==> src/hw/rtl/stl_pkg.sv <==
package stl_pkg;

    typedef enum logic [2:0] {
        MODE_IDLE,
        MODE_IDENT,
        MODE_NUMBER,
        MODE_STRING,
        MODE_OPER
    } t_mode;

    typedef enum logic [1:0] {
        PEND_EQ,
        PEND_LT,
        PEND_GT,
        PEND_BANG
    } t_pend;

    localparam logic [4:0] KIND_STRING = 5'd0;
    localparam logic [4:0] KIND_IDENT  = 5'd1;
    localparam logic [4:0] KIND_NUMBER = 5'd2;
    localparam logic [4:0] KIND_LET    = 5'd3;
    localparam logic [4:0] KIND_SEMI   = 5'd8;
    localparam logic [4:0] KIND_LPAREN = 5'd9;
    localparam logic [4:0] KIND_RPAREN = 5'd10;
    localparam logic [4:0] KIND_LBRACE = 5'd11;
    localparam logic [4:0] KIND_RBRACE = 5'd12;
    localparam logic [4:0] KIND_COMMA  = 5'd13;
    localparam logic [4:0] KIND_PLUS   = 5'd14;
    localparam logic [4:0] KIND_MINUS  = 5'd15;
    localparam logic [4:0] KIND_SLASH  = 5'd16;
    localparam logic [4:0] KIND_STAR   = 5'd17;
    localparam logic [4:0] KIND_ASSIGN = 5'd18;
    localparam logic [4:0] KIND_EQ     = 5'd19;
    localparam logic [4:0] KIND_LT     = 5'd20;
    localparam logic [4:0] KIND_LE     = 5'd21;
    localparam logic [4:0] KIND_GT     = 5'd22;
    localparam logic [4:0] KIND_GE     = 5'd23;
    localparam logic [4:0] KIND_NE     = 5'd24;
    localparam logic [4:0] KIND_END    = 5'd25;

    localparam logic [1:0] ERR_NONE     = 2'd0;
    localparam logic [1:0] ERR_INVALID  = 2'd1;
    localparam logic [1:0] ERR_UNCLOSED = 2'd2;

    localparam int KW_COUNT   = 5;
    localparam int KW_MAX_LEN = 6;

    typedef logic [KW_MAX_LEN-1:0][7:0] t_kw_text;

    // Byte 0 of each entry holds the first character of the keyword.
    localparam t_kw_text KW_TEXT [KW_COUNT] = '{
        {24'h0, "t", "e", "l"},
        {32'h0, "n", "f"},
        {8'h0, "e", "l", "i", "h", "w"},
        {32'h0, "f", "i"},
        {"n", "r", "u", "t", "e", "r"}
    };

    localparam logic [2:0] KW_LEN [KW_COUNT] = '{3'd3, 3'd2, 3'd5, 3'd2, 3'd6};

endpackage

==> src/hw/rtl/source_text_lexer_core.sv <==
// Latency: the first result of a byte is offered in the cycle after its transfer.
// Throughput: one byte per cycle while each byte gives at most one result and the
// consumer takes it; a byte with more results holds the input until its last result
// leaves the three-entry buffer, one result per cycle while the consumer is ready.
// Reset (synchronous, active low) returns the lexer to idle at position zero and
// empties the result buffer.
module source_text_lexer_core #(
    parameter int POSITION_BITS = 16,
    parameter int KEYWORD_CHARS = 6
) (
    input  logic                     i_clk,
    input  logic                     i_rst_n,
    input  logic                     i_in_valid,
    output logic                     o_in_ready,
    input  logic [7:0]               i_text_byte,
    input  logic                     i_stream_end,
    output logic                     o_out_valid,
    input  logic                     i_out_ready,
    output logic [4:0]               o_token_kind,
    output logic [POSITION_BITS-1:0] o_token_start,
    output logic [POSITION_BITS-1:0] o_token_length,
    output logic [1:0]               o_error_code,
    output logic                     o_run_last
);

    localparam logic [POSITION_BITS-1:0] POS_MAX = '1;

    typedef logic [KEYWORD_CHARS-1:0][7:0] t_kw_buf;

    typedef struct packed {
        logic [4:0]               kind;
        logic [POSITION_BITS-1:0] start;
        logic [POSITION_BITS-1:0] length;
        logic [1:0]               err;
        logic                     last;
    } t_result;

    function automatic logic [POSITION_BITS-1:0] sat_inc(input logic [POSITION_BITS-1:0] x);
        return (x == POS_MAX) ? x : x + 1'b1;
    endfunction

    function automatic logic is_alpha(input logic [7:0] c);
        return (c >= "a" && c <= "z") || (c >= "A" && c <= "Z");
    endfunction

    function automatic logic is_digit(input logic [7:0] c);
        return c >= "0" && c <= "9";
    endfunction

    function automatic logic is_space(input logic [7:0] c);
        return c == " " || (c >= 8'd9 && c <= 8'd13);
    endfunction

    function automatic t_result mk_res(input logic [4:0] kind,
                                       input logic [POSITION_BITS-1:0] start,
                                       input logic [POSITION_BITS-1:0] length,
                                       input logic [1:0] err);
        t_result r;
        r.kind   = kind;
        r.start  = start;
        r.length = length;
        r.err    = err;
        r.last   = 1'b0;
        return r;
    endfunction

    function automatic logic [4:0] ident_kind(input t_kw_buf buf_in,
                                              input logic [POSITION_BITS-1:0] len);
        logic [4:0] kind;
        logic       same;
        kind = stl_pkg::KIND_IDENT;
        for (int k = 0; k < stl_pkg::KW_COUNT; k++) begin
            same = (len == POSITION_BITS'(stl_pkg::KW_LEN[k]));
            for (int j = 0; j < stl_pkg::KW_MAX_LEN; j++) begin
                if (j < int'(stl_pkg::KW_LEN[k]) && buf_in[j] != stl_pkg::KW_TEXT[k][j]) begin
                    same = 1'b0;
                end
            end
            if (same) begin
                kind = stl_pkg::KIND_LET + 5'(k);
            end
        end
        return kind;
    endfunction

    function automatic logic [4:0] single_kind(input stl_pkg::t_pend pend);
        logic [4:0] kind;
        unique case (pend)
            stl_pkg::PEND_LT: kind = stl_pkg::KIND_LT;
            stl_pkg::PEND_GT: kind = stl_pkg::KIND_GT;
            default:          kind = stl_pkg::KIND_ASSIGN;
        endcase
        return kind;
    endfunction

    function automatic logic [4:0] pair_kind(input stl_pkg::t_pend pend);
        logic [4:0] kind;
        unique case (pend)
            stl_pkg::PEND_EQ:   kind = stl_pkg::KIND_EQ;
            stl_pkg::PEND_LT:   kind = stl_pkg::KIND_LE;
            stl_pkg::PEND_GT:   kind = stl_pkg::KIND_GE;
            stl_pkg::PEND_BANG: kind = stl_pkg::KIND_NE;
            default:            kind = stl_pkg::KIND_EQ;
        endcase
        return kind;
    endfunction

    stl_pkg::t_mode           r_mode, n_mode;
    stl_pkg::t_pend           r_pend, n_pend;
    logic [POSITION_BITS-1:0] r_cur_start, n_cur_start;
    logic [POSITION_BITS-1:0] r_cur_len, n_cur_len;
    logic [POSITION_BITS-1:0] r_pos, n_pos;
    logic                     r_halt, n_halt;
    t_kw_buf                  r_kw_buf, n_kw_buf;

    t_result                  r_q [3];
    t_result                  n_q [3];
    logic [1:0]               r_cnt, n_cnt;
    logic [1:0]               r_head, n_head;

    t_result                  slot [4];
    logic [3:0]               slot_vld;
    t_result                  res [3];
    logic [1:0]               res_cnt;
    logic                     used;
    logic                     halt_end;
    logic [7:0]               c;
    logic                     in_xfer;
    logic                     out_xfer;

    assign o_out_valid = (r_cnt != 2'd0);
    assign o_in_ready  = (r_cnt == 2'd0) || (r_cnt == 2'd1 && i_out_ready);
    assign in_xfer     = i_in_valid && o_in_ready;
    assign out_xfer    = o_out_valid && i_out_ready;

    assign o_token_kind   = r_q[r_head].kind;
    assign o_token_start  = r_q[r_head].start;
    assign o_token_length = r_q[r_head].length;
    assign o_error_code   = r_q[r_head].err;
    assign o_run_last     = r_q[r_head].last;

    always_comb begin
        c           = i_text_byte;
        n_mode      = r_mode;
        n_pend      = r_pend;
        n_cur_start = r_cur_start;
        n_cur_len   = r_cur_len;
        n_pos       = r_pos;
        n_halt      = r_halt;
        n_kw_buf    = r_kw_buf;
        used        = 1'b0;
        halt_end    = 1'b0;
        slot_vld    = '0;
        for (int s = 0; s < 4; s++) begin
            slot[s] = '0;
        end

        if (r_halt) begin
            if (i_stream_end) begin
                n_mode      = stl_pkg::MODE_IDLE;
                n_pend      = stl_pkg::PEND_EQ;
                n_cur_start = '0;
                n_cur_len   = '0;
                n_pos       = '0;
                n_halt      = 1'b0;
            end
        end else begin
            case (r_mode)
                stl_pkg::MODE_IDENT, stl_pkg::MODE_NUMBER: begin
                    if ((r_mode == stl_pkg::MODE_IDENT && (is_alpha(c) || is_digit(c) || c == "_"))
                        || (r_mode == stl_pkg::MODE_NUMBER && is_digit(c))) begin
                        used      = 1'b1;
                        n_cur_len = sat_inc(r_cur_len);
                        if (r_mode == stl_pkg::MODE_IDENT) begin
                            for (int j = 0; j < KEYWORD_CHARS; j++) begin
                                if (r_cur_len == POSITION_BITS'(j)) begin
                                    n_kw_buf[j] = c;
                                end
                            end
                        end
                    end else begin
                        slot_vld[0] = 1'b1;
                        slot[0] = mk_res((r_mode == stl_pkg::MODE_IDENT)
                                         ? ident_kind(r_kw_buf, r_cur_len)
                                         : stl_pkg::KIND_NUMBER,
                                         r_cur_start, r_cur_len, stl_pkg::ERR_NONE);
                        n_mode = stl_pkg::MODE_IDLE;
                    end
                end
                stl_pkg::MODE_STRING: begin
                    used = 1'b1;
                    if (c == "\"") begin
                        slot_vld[0] = 1'b1;
                        slot[0] = mk_res(stl_pkg::KIND_STRING, r_cur_start, r_cur_len,
                                         stl_pkg::ERR_NONE);
                        n_mode = stl_pkg::MODE_IDLE;
                    end else begin
                        n_cur_len = sat_inc(r_cur_len);
                    end
                end
                stl_pkg::MODE_OPER: begin
                    slot_vld[0] = 1'b1;
                    n_mode      = stl_pkg::MODE_IDLE;
                    if (c == "=") begin
                        used    = 1'b1;
                        slot[0] = mk_res(pair_kind(r_pend), r_cur_start, POSITION_BITS'(2),
                                         stl_pkg::ERR_NONE);
                    end else if (r_pend == stl_pkg::PEND_BANG) begin
                        used    = 1'b1;
                        n_halt  = 1'b1;
                        slot[0] = mk_res(5'd0, r_cur_start, '0, stl_pkg::ERR_INVALID);
                    end else begin
                        slot[0] = mk_res(single_kind(r_pend), r_cur_start, POSITION_BITS'(1),
                                         stl_pkg::ERR_NONE);
                    end
                end
                default: begin
                    n_mode = stl_pkg::MODE_IDLE;
                end
            endcase

            if (!used && !is_space(c)) begin
                if (c == "\"") begin
                    n_mode      = stl_pkg::MODE_STRING;
                    n_cur_start = sat_inc(r_pos);
                    n_cur_len   = '0;
                end else if (is_alpha(c) || is_digit(c)) begin
                    n_mode      = is_alpha(c) ? stl_pkg::MODE_IDENT : stl_pkg::MODE_NUMBER;
                    n_cur_start = r_pos;
                    n_cur_len   = POSITION_BITS'(1);
                    n_kw_buf[0] = c;
                end else begin
                    slot_vld[1] = 1'b1;
                    case (c)
                        ";": slot[1] = mk_res(stl_pkg::KIND_SEMI, r_pos, POSITION_BITS'(1),
                                              stl_pkg::ERR_NONE);
                        "(": slot[1] = mk_res(stl_pkg::KIND_LPAREN, r_pos, POSITION_BITS'(1),
                                              stl_pkg::ERR_NONE);
                        ")": slot[1] = mk_res(stl_pkg::KIND_RPAREN, r_pos, POSITION_BITS'(1),
                                              stl_pkg::ERR_NONE);
                        "{": slot[1] = mk_res(stl_pkg::KIND_LBRACE, r_pos, POSITION_BITS'(1),
                                              stl_pkg::ERR_NONE);
                        "}": slot[1] = mk_res(stl_pkg::KIND_RBRACE, r_pos, POSITION_BITS'(1),
                                              stl_pkg::ERR_NONE);
                        ",": slot[1] = mk_res(stl_pkg::KIND_COMMA, r_pos, POSITION_BITS'(1),
                                              stl_pkg::ERR_NONE);
                        "+": slot[1] = mk_res(stl_pkg::KIND_PLUS, r_pos, POSITION_BITS'(1),
                                              stl_pkg::ERR_NONE);
                        "-": slot[1] = mk_res(stl_pkg::KIND_MINUS, r_pos, POSITION_BITS'(1),
                                              stl_pkg::ERR_NONE);
                        "/": slot[1] = mk_res(stl_pkg::KIND_SLASH, r_pos, POSITION_BITS'(1),
                                              stl_pkg::ERR_NONE);
                        "*": slot[1] = mk_res(stl_pkg::KIND_STAR, r_pos, POSITION_BITS'(1),
                                              stl_pkg::ERR_NONE);
                        "=", "<", ">", "!": begin
                            slot_vld[1] = 1'b0;
                            n_mode      = stl_pkg::MODE_OPER;
                            n_cur_start = r_pos;
                            n_cur_len   = POSITION_BITS'(1);
                            case (c)
                                "=":     n_pend = stl_pkg::PEND_EQ;
                                "<":     n_pend = stl_pkg::PEND_LT;
                                ">":     n_pend = stl_pkg::PEND_GT;
                                default: n_pend = stl_pkg::PEND_BANG;
                            endcase
                        end
                        default: begin
                            slot[1] = mk_res(5'd0, r_pos, '0, stl_pkg::ERR_INVALID);
                            n_halt  = 1'b1;
                            n_mode  = stl_pkg::MODE_IDLE;
                        end
                    endcase
                end
            end

            n_pos = sat_inc(r_pos);

            if (i_stream_end) begin
                if (!n_halt) begin
                    case (n_mode)
                        stl_pkg::MODE_IDENT, stl_pkg::MODE_NUMBER: begin
                            slot_vld[2] = 1'b1;
                            slot[2] = mk_res((n_mode == stl_pkg::MODE_IDENT)
                                             ? ident_kind(n_kw_buf, n_cur_len)
                                             : stl_pkg::KIND_NUMBER,
                                             n_cur_start, n_cur_len, stl_pkg::ERR_NONE);
                        end
                        stl_pkg::MODE_STRING: begin
                            slot_vld[2] = 1'b1;
                            halt_end    = 1'b1;
                            slot[2] = mk_res(5'd0, n_cur_start, '0, stl_pkg::ERR_UNCLOSED);
                        end
                        stl_pkg::MODE_OPER: begin
                            slot_vld[2] = 1'b1;
                            if (n_pend == stl_pkg::PEND_BANG) begin
                                halt_end = 1'b1;
                                slot[2]  = mk_res(5'd0, n_cur_start, '0, stl_pkg::ERR_INVALID);
                            end else begin
                                slot[2] = mk_res(single_kind(n_pend), n_cur_start,
                                                 POSITION_BITS'(1), stl_pkg::ERR_NONE);
                            end
                        end
                        default: begin
                        end
                    endcase
                    if (!halt_end) begin
                        slot_vld[3] = 1'b1;
                        slot[3] = mk_res(stl_pkg::KIND_END, n_pos, '0, stl_pkg::ERR_NONE);
                    end
                end
                n_mode      = stl_pkg::MODE_IDLE;
                n_pend      = stl_pkg::PEND_EQ;
                n_cur_start = '0;
                n_cur_len   = '0;
                n_pos       = '0;
                n_halt      = 1'b0;
            end
        end
    end

    // At most three results are kept per byte; a fourth is dropped.
    always_comb begin
        res_cnt = 2'd0;
        for (int i = 0; i < 3; i++) begin
            res[i] = '0;
        end
        for (int s = 0; s < 4; s++) begin
            if (slot_vld[s] && res_cnt != 2'd3) begin
                res[res_cnt] = slot[s];
                res_cnt      = res_cnt + 2'd1;
            end
        end
        if (res_cnt != 2'd0) begin
            res[res_cnt - 2'd1].last = 1'b1;
        end
    end

    always_comb begin
        n_q    = r_q;
        n_cnt  = r_cnt;
        n_head = r_head;
        if (in_xfer) begin
            n_q    = res;
            n_cnt  = res_cnt;
            n_head = 2'd0;
        end else if (out_xfer) begin
            n_cnt  = r_cnt - 2'd1;
            n_head = r_head + 2'd1;
        end
    end

    always_ff @(posedge i_clk) begin
        if (!i_rst_n) begin
            r_mode      <= stl_pkg::MODE_IDLE;
            r_pend      <= stl_pkg::PEND_EQ;
            r_cur_start <= '0;
            r_cur_len   <= '0;
            r_pos       <= '0;
            r_halt      <= 1'b0;
            r_cnt       <= 2'd0;
            r_head      <= 2'd0;
        end else begin
            r_cnt  <= n_cnt;
            r_head <= n_head;
            if (in_xfer) begin
                r_mode      <= n_mode;
                r_pend      <= n_pend;
                r_cur_start <= n_cur_start;
                r_cur_len   <= n_cur_len;
                r_pos       <= n_pos;
                r_halt      <= n_halt;
            end
        end
    end

    always_ff @(posedge i_clk) begin
        if (in_xfer) begin
            r_kw_buf <= n_kw_buf;
        end
        r_q <= n_q;
    end

endmodule

==> config.mk <==
export PLATFORM = sky130hd
export DESIGN_NAME = source_text_lexer_core
export DESIGN_NICKNAME = d
export VERILOG_FILES = /design/src/hw/rtl/stl_pkg.sv /design/src/hw/rtl/source_text_lexer_core.sv
export SDC_FILE = /design/constraint.sdc
export NUM_CORES = 1
export LEC_CHECK = 0
export BUFFER_PORTS_ARGS = -buffer_cell sky130_fd_sc_hd__buf_2
export CAP_MARGIN = 25
export CORE_AREA = 2 2 192 194
export CTS_CLUSTER_SIZE = 30
export DETAILED_ROUTE_END_ITERATION = 6
export DIE_AREA = 0 0 194 196
export HOLD_SLACK_MARGIN = 0.1
export PLACE_DENSITY = 0.62
export SYNTH_ARGS = -nofsm -noshare
export SYNTH_HDL_FRONTEND = slang
export SYNTH_SLANG_ARGS = --single-unit
==> constraint.sdc <==
create_clock -name i_clk -period 4.8 [get_ports i_clk]
set_input_delay 0.48 -clock i_clk [delete_from_list [all_inputs] [get_ports i_clk]]
set_output_delay 0.48 -clock i_clk [all_outputs]
set_load 0.01 [all_outputs]
==> impl_results.md <==
* Routed Antenna Nets at 0
* DP Worst Slack at -0.0134 ns
* Vias in the first global route at 11800
* GRT overflow at 0
* Worst Skew at 0.0184 ns
* Crit start category: input pin
* Final period util at 0.903
* Clock transition at the registers of the reported paths at 0.06 ns
* Area delta synth->final at 11.9%
* Detailed placement HPWL at 30700 um
* Worst r2r path cells at 17
* Post-synthesis average cell area at 9.06 sq um
* Drt wl/cell at 21.1 um
* Worst skew pair latency at 0.55 ns
* H-tree Lvls at 1
* Via density at 5.98
* RSZ-0062 raised after global routing: no
* WP data required at 5.20 ns
* Worst stage delay on the critical path at 0.71 ns
* CTS tree: built
* R2R setup slack at 0.52 ns
* Port bufs at 54
* CTS root buffer: clkbuf_16
* Synth Warn # at 0
* Post-synth EDFFs at 168
* TritonRoute pass-1 iters at 7
* Asr flop ratio synth at 0
* Nets@finish at 1625
* Area contributors post-synth: edfxtp_1, dfxtp_1, o21ai_0, nand2_1, mux2i_1
* Setup Fix Bufs, Post-CTS at 0
* Hold Fails Final Rpt at 0
* Status: completed
* # DRC at 0
* Pin slew with the least headroom to its limit at 1.03 ns
* Slew HR at 0.310
* Max capacitance violation total at 0
* Synth cell count leaders: edfxtp_1, nand2_1, nor2_1
* Hold depth at 4
* First-pass GRT wire length at 68300 um
* Fillers at 3536
* CTS Buf Count at 26
* Post-CTS resize count at 0
* Crit path arrival time at 4.74 ns
* Worst r2r src: r_mode[1]
* Initial Util at 0.394
* Area of the core at 36100 sq um
* Initial DRC Count at 1347
* Most frequent CP cell: buf_4
* Clock Sinks at 226
* Antenna violations before repair at 1
* Die Span Y at 196 um
* P_leak at 5.33 nW
* Hold-fix buffers, CTS at 0
* Gr usage total at 0.224
* Inserted Diodes at 0
* Post-Syn Nets at 1603
* Most frequent cell after synthesis: edfxtp_1
* Seq/Total Area, Yosys at 0.436
* Crit path max fanout at 23
* Hold Path Class: input pin to flop
* DIE WIDTH at 194 um
* Nature of the critical path endpoint: flop
* Clock Path Buffers at 3
* GPL Wtd Cong at 0.950
* Slowest library cell on the worst path: o31ai_1
* Largest net degree at the start of global routing at 58
* Final WL at 43800 um
* Peak VDD IR at 0.000387 V
* Io pins at 55
* Post-synth top area share at 0.355
* Crit path cell chain: buf_2 -> buf_4 -> nor2b_1 -> a211oi_1 -> o31ai_1 -> nand3_1 -> o31ai_2 -> a211oi_4 -> buf_4 -> a22o_1 -> ha_1 -> a2111oi_4 -> buf_4 -> and2_1 -> buf_4 -> a21oi_1 -> a21oi_1
* Syn Std Cell Area at 14200 sq um
* Vias at 12400
* Synth Flop Type: edfxtp_1
* Hold path endpoint: r_halt
* F_max at 0.231 GHz
* Cell count after synthesis at 1569
* Fin. max-slew vios at 0
* Synth Register Bits at 226
* Worst R2R End: r_q[99]
* Final setup violation count at 0
* Layout cells sized above 1 at 0.148
* PD cells at 414 nW/um^2
* Row count at 70
* Library cells used by synthesis at 96
* Hold Path Origin: i_stream_end
* Post-synth top area cell: edfxtp_1
* Setup ws final at 0.466 ns
* Crit path kind: input pin to flop
* Sum Neg Setup Slack at 0 ns
* Die area at 38000 sq um
* Fin crit period at 4.33 ns
## cells by family (layout without fill, tap and decap cells)
family	after synthesis	in the layout	synth area share
and+or+nand+nor	630	630	0.223
AOI/OAI and AO/OA	416	416	0.191
DFF	226	226	0.436
buffers and inverters	159	200	0.0480
muxes	91	91	0.0674
xor gates and xnor gates	26	26	0.0160
adders and majority gates	21	21	0.0185
## worst max-delay path, delay by kind of cell
family	cells	cell delay, ns
AOI/OAI and AO/OA	8	2.15
adders and majority gates	1	0.24
buffers and inverters	5	1.07
and+or+nand+nor	3	0.78
## worst max path at each step
stage | slack (ns) | end | startpoint
CTS | 0.55 | r_q[99] | i_text_byte[1]
floorplan | 0.02 | r_q[59] | i_text_byte[3]
finish | 0.47 | r_q[99] | i_text_byte[1]
global route | 0.21 | r_q[59] | i_text_byte[1]
detailed placement | -0.01 | r_q[99] | i_text_byte[1]
global placement | -0.04 | r_q[85] | i_text_byte[1]
## metrics by stage
stage / utilization / instance area (sq um) / std cells / hold WS (ns) / power [mW]
3_3_place_gp: 0.417 / 15100 / 2031 / 0.529 / 4.57
3_5_place_dp: 0.417 / 15100 / 2031 / 0.533 / 4.62
5_1_grt: 0.441 / 15900 / 2078 / 0.360 / 6.89
2_1_floorplan: - / 14200 / 1569 / 0.510 / 3.99
6_report: 0.441 / 15900 / 2078 / 0.337 / 6.59
4_1_cts: 0.441 / 15900 / 2078 / 0.329 / 6.63
## metal layers
layer  vias to the layer above  global-route usage  share of wire
met5                         -                   0        0.00016
met4                         2              0.0665          0.024
met3                        77              0.0266          0.068
met2                       500               0.352           0.45
met1                      6003               0.325           0.46
li1                       5852                   -              -
## placed cells by master (no fill, tap or decap), drive strengths merged, types with 10 or more instances in the layout
master and instances:
or3 14, edfxtp 168, or4 10, nor2b 42, a211oi 15, a21oi 80
inv 32, mux2 35, nor3 36, nand4 19, buf 123, ha 21
nand2 166, nand3b 10, nor2 140, a31oi 14, and2 35, nand3 94
a22oi 26, xnor2 15, nand2b 16, nor4 10, a21boi 11, o211ai 12
dfxtp 58, clkbuf 35, o21ai 145, mux2i 56, a221oi 14, xor2 11
a311oi 10, o22ai 22
## final cells by class
| class | count | area (sq um) | area share |
|---|---|---|---|
| repair buffers | 123 | 788 | 0.0495 |
| flip-flops and latches | 226 | 6210 | 0.390 |
| clock buffers | 35 | 736 | 0.0462 |
| multi-input cells | 1184 | 7360 | 0.463 |
| well taps | 468 | 586 | 0.0368 |
| inverters | 30 | 115 | 0.00723 |
| clock inverters | 12 | 124 | 0.00778 |
## flip-flops by register name, indices dropped and copies added, names as in the netlist
signal       flops
r_head           2
r_halt           1
r_cnt            2
r_cur_len       16
r_cur_start     16
r_pend           2
r_kw_buf        48
r_q            120
r_mode           3
r_pos           16
## power breakdown
part	switching (mW)	leakage, nW	total (mW)	internal [mW]
Combinational	1.13	2.81	1.68	0.557
Clock	0.830	0.415	2.01	1.18
Sequential	0.184	2.11	2.89	2.71
Total	2.14	5.33	6.59	4.45
Power figures use the tool's default switching activity.
